`src/hdl/memory_value_scan_filter_unit_defines.svh`:
```
// assertion macros shared by the filter unit
`ifndef MEMORY_VALUE_SCAN_FILTER_UNIT_DEFINES_SVH
`define MEMORY_VALUE_SCAN_FILTER_UNIT_DEFINES_SVH

// checked while out of reset
`define MVSF_ASSERT(lbl, prop, msg) \
  lbl: assert property (@(posedge clk) disable iff (!rst_n) prop) else $error(msg);

// checked at every edge, reset included
`define MVSF_ASSERT_ALWAYS(lbl, prop, msg) \
  lbl: assert property (@(posedge clk) prop) else $error(msg);

`endif

```
`src/hdl/mvsf_pkg.sv`:
```
// ----------------------------------------------------------------------------
// mvsf_pkg
// types, codes and helpers of the memory value scan filter
// ----------------------------------------------------------------------------
package mvsf_pkg;

  localparam int MAX_CAND_DEF = 131072;
  localparam int LANES        = 8;
  localparam int CNT_W        = 18;

  typedef enum logic [2:0] {
    FN_CLEAR  = 3'd0,
    FN_NEW    = 3'd1,
    FN_SCAN   = 3'd2,
    FN_REFINE = 3'd3,
    FN_VALUE  = 3'd4,
    FN_READ   = 3'd5
  } func_t;

  typedef enum logic [2:0] {
    OP_EQ   = 3'd0,
    OP_NE   = 3'd1,
    OP_GT   = 3'd2,
    OP_LT   = 3'd3,
    OP_INC  = 3'd4,
    OP_DEC  = 3'd5,
    OP_SAME = 3'd6,
    OP_DIFF = 3'd7
  } op_t;

  typedef enum logic [1:0] {
    REG_WIDTH = 2'd0,
    REG_OP    = 2'd1,
    REG_MATCH = 2'd2
  } reg_t;

  typedef enum logic [2:0] {
    S_IDLE,
    S_EXEC,
    S_SCAN,
    S_CMP,
    S_ORD,
    S_OUT
  } state_t;

  typedef struct packed {
    logic [2:0]  func;
    logic [63:0] word_address;
    logic [63:0] word_data;
    logic [3:0]  valid_bytes;
    logic        read_failed;
    logic [16:0] entry_index;
  } in_t;

  typedef struct packed {
    logic [CNT_W-1:0] cand_count;
    logic             capped;
    logic             incomplete;
    logic             error_code;
    logic [63:0]      entry_address;
    logic [63:0]      entry_value;
    logic             entry_valid;
    logic             pass_done;
  } out_t;

  function automatic logic [63:0] lane_mask(input logic [1:0] code);
    logic [63:0] m;
    case (code)
      2'd0:    m = 64'h0000_0000_0000_00ff;
      2'd1:    m = 64'h0000_0000_0000_ffff;
      2'd2:    m = 64'h0000_0000_ffff_ffff;
      default: m = 64'hffff_ffff_ffff_ffff;
    endcase
    return m;
  endfunction

  function automatic logic op_holds(input logic [2:0] op, input logic [63:0] cur,
                                    input logic [63:0] prev, input logic [63:0] match);
    logic r;
    unique case (op)
      OP_EQ:   r = (cur == match);
      OP_NE:   r = (cur != match);
      OP_GT:   r = (cur > match);
      OP_LT:   r = (cur < match);
      OP_INC:  r = (cur > prev);
      OP_DEC:  r = (cur < prev);
      OP_SAME: r = (cur == prev);
      default: r = (cur != prev);
    endcase
    return r;
  endfunction

endpackage

```
`src/hdl/mvsf_lane.sv`:
```
// ----------------------------------------------------------------------------
// mvsf_lane
// compares the element starting at one byte offset of a word with the match value
// ----------------------------------------------------------------------------
module mvsf_lane
  import mvsf_pkg::*;
#(
  parameter int OFFSET = 0
) (
  input  logic [63:0] word,
  input  logic [1:0]  code,
  input  logic [3:0]  vbytes,
  input  logic [63:0] match,
  output logic        hit
);

  logic [3:0]  size;
  logic [3:0]  vb8;
  logic [63:0] elem;
  logic        aligned;
  logic        fits;

  always_comb begin
    size    = 4'd1 << code;
    vb8     = (vbytes > 4'd8) ? 4'd8 : vbytes;
    elem    = (word >> (8 * OFFSET)) & lane_mask(code);
    aligned = ((4'(OFFSET) & (size - 4'd1)) == 4'd0);
    fits    = ((5'(OFFSET) + 5'(size)) <= 5'(vb8));
    hit     = aligned && fits && (elem == match);
  end

endmodule

```
`config.mk`:
```
export PLATFORM = sky130hd
export DESIGN_NAME = mvsf_lane
export DESIGN_NICKNAME = d
export VERILOG_FILES = /design/src/hdl/memory_value_scan_filter_unit_defines.svh /design/src/hdl/mvsf_pkg.sv /design/src/hdl/mvsf_lane.sv
export SDC_FILE = /design/constraint.sdc
export NUM_CORES = 1
export LEC_CHECK = 0
export BUFFER_PORTS_ARGS = -buffer_cell sky130_fd_sc_hd__buf_4
export CAP_MARGIN = 40
export CORE_ASPECT_RATIO = 0.6
export CORE_MARGIN = 2
export CORE_UTILIZATION = 40
export DETAILED_ROUTE_END_ITERATION = 8
export GPL_TIMING_DRIVEN = 1
export PLACE_DENSITY = 0.84
export RECOVER_POWER = 100
export SYNTH_ARGS = -nofsm -noshare
export SYNTH_HDL_FRONTEND = slang
export SYNTH_SLANG_ARGS = --single-unit
export TNS_END_PERCENT = 5
```
`constraint.sdc`:
```
create_clock -name vclk -period 2.7
set_clock_uncertainty 0.05 [all_clocks]
set_input_delay 0.405 -clock vclk [all_inputs]
set_output_delay 0.405 -clock vclk [all_outputs]
set_load 0.05 [all_outputs]
```
==> results.sh <==
export IMPL_syn_area_per_cell_um2=6.44
export IMPL_die_area_um2=4390
export IMPL_hp_class="primary input to primary output"
export IMPL_areaGrowthSynthToFinish_pct=80.0
export IMPL_min_period_ps=2680
export IMPL_setup_tns_ps=0
export IMPL_cap_violations=0
export IMPL_final_nets=524
export IMPL_hold_viol_final=0
export IMPL_drt_iter0_drc=99
export IMPL_dp_cells=431
export IMPL_crit_required_ps=2250
export IMPL_slew_viol_final=0
export IMPL_wl_um=5830
export IMPL_hold_buffers=0
export IMPL_grt_setup_unrepaired="yes"
export IMPL_synthesis_nets=378
export IMPL_timing_critical_path_buf_inv=3
export IMPL_tightest_slew_ps=500
export IMPL_drc=0
export IMPL_ys_seq_area_frac=0
export IMPL_rows=17
export IMPL_yosys_top_cells_area="xnor2_1, nor2_1, nor4bb_1, a31oi_1, o32ai_1"
export IMPL_place_congestion=0.973
export IMPL_crit_top_cell="buf_4"
export IMPL_post_cts_setup_buffer_count=0
export IMPL_die_w_um=84.2
export IMPL_start_util=0.420
export IMPL_overflow=0
export IMPL_die_y_um=52.1
export IMPL_diodes=0
export IMPL_status="finished, final reports clean"
export IMPL_grt_antenna_before_repair=0
export IMPL_grt_pass1_vias=2037
export IMPL_ioPinCount=135
export IMPL_drt_first_pass_iters=4
export IMPL_vias=2365
export IMPL_instances_no_fill=431
export IMPL_grt_max_degree=22
export IMPL_max_stage_delay_ps=330
export IMPL_drive_above_1_share=0.427
export IMPL_p_leak_nw=1.26
export IMPL_slew_headroom=0.658
export IMPL_synth_top_area_cell="xnor2_1"
export IMPL_crit_fanout=2
export IMPL_max_vdd_ir_drop_uv=85.6
export IMPL_post_drt_wl_per_cell_um=13.5
export IMPL_crit_family="simple AND/OR/NAND/NOR gates"
export IMPL_grt_use_total=0.245
export IMPL_crit_chain="buf_4, buf_4, nor2b_1, a2111o_1, nor4_1, and4_1, nand4_1, nor4_4, buf_6"
export IMPL_regArea_um2=0
export IMPL_synth_distinct_cells=42
export IMPL_fin_util=0.756
export IMPL_powerDensity_nw_per_um2=146
export IMPL_fin_crit_sh=0.992
export IMPL_dp_hpwl_um=5050
export IMPL_ys_top_cells_by_count="nor2_1, xnor2_1, nand2_1, a31oi_1, nand2b_1"
export IMPL_seq_cells=0
export IMPL_grt_pass1_wl_um=8940
export IMPL_worst_setup_path_type="primary input to primary output"
export IMPL_synth_top_area_share=0.108
export IMPL_nClkBuffers=0
export IMPL_viasPerCell=5.49
export IMPL_total_power_uw=405
export IMPL_design_core_area_um2=3680
export IMPL_critical_path_arrival_ps=2220
export IMPL_cpMaxStageDelayCell="a2111o_1"
export IMPL_setup_viol=0
export IMPL_yosysWarnings=0
export IMPL_portBuffers=135
export IMPL_dp_slack_ps=-86.4
export IMPL_start_kind="primary input"
export IMPL_fmaxAchievable_mhz=373
export IMPL_yosysMostFrequentCell="nor2_1"
export IMPL_end_kind="primary output"
export IMPL_drt_antenna_violating_nets=0
export IMPL_synthCells=240
export IMPL_finalWorstSetupSlack_ps=21.2
export IMPL_synth_area_um2=1550
worst paths after layout:
check,start,to,slack (ps),cells past startpoint
setup / recovery,match[21],hit,20,9
hold / removal,match[16],hit,1270,5
through the flow:
stage	hold WS [ps]	area (µm²)
2_1_floorplan	1000	1560
3_3_place_gp	1300	2720
3_5_place_dp	1300	2720
4_1_cts	1280	2750
5_1_grt	1290	2780
6_report	1270	2780
power breakdown:
group          internal (mW)  switching [mW]  total, mW  leakage [nW]
Combinational          0.239           0.165      0.405          1.26
Clock                      0               0          0             0
Sequential                 0               0          0             0
Total                  0.239           0.165      0.405          1.26
cell usage in the layout (no fill, tap or decap), types with 2 or more instances in the layout:
| cell type | instances |
|---|---|
| or4_4 | 4 |
| nand2b_1 | 13 |
| nor2b_1 | 9 |
| xnor2_1 | 19 |
| inv_1 | 11 |
| and3_1 | 2 |
| nor4bb_1 | 10 |
| o21a_1 | 7 |
| a2111o_1 | 2 |
| nor3_1 | 6 |
| nand3_1 | 7 |
| xor2_1 | 5 |
| o32ai_1 | 9 |
| o32a_1 | 3 |
| o31ai_1 | 2 |
| nor2_1 | 36 |
| a211oi_1 | 2 |
| o22ai_1 | 9 |
| ha_1 | 4 |
| o21ai_0 | 9 |
| buf_4 | 148 |
| buf_6 | 2 |
| nand4_1 | 6 |
| a22oi_1 | 2 |
| nand2_1 | 18 |
| a31oi_1 | 14 |
| a21oi_1 | 4 |
what timing repair did:
| item | 4_1_cts | 5_1_grt |
|---|---|---|
| endpoints found under the setup margin | 1 | 1 |
| pin swaps | 4 | 2 |
| gates resized for setup | 9 | 7 |
| gates cloned | 0 | 0 |
layout make-up:
| class | count | area, µm² |
|---|---|---|
| repair buffers | 151 | 1150 |
| multi-input cells | 221 | 1520 |
| well taps | 47 | 58.8 |
| inverters | 12 | 45.0 |
| fillers | 308 | 898 |
logic make-up after synthesis:
kind of cell | synth area share
compound gates | 0.351
simple gates | 0.423
xor+xnor | 0.136
buf+inv | 0.0575
fa+ha+maj | 0.0324
metal layers:
metal / vias to the layer above / part of all wire / global-route usage / wire (µm)
li1: 1208 / - / - / -
met1: 1066 / 0.46 / 0.359 / 2700
met2: 91 / 0.45 / 0.413 / 2630
met5: - / 0 / 0 / 0
met3: 0 / 0.086 / 0.0254 / 502
met4: 0 / 0 / 0 / 0
Note: power is estimated with default switching activity, not from simulation.
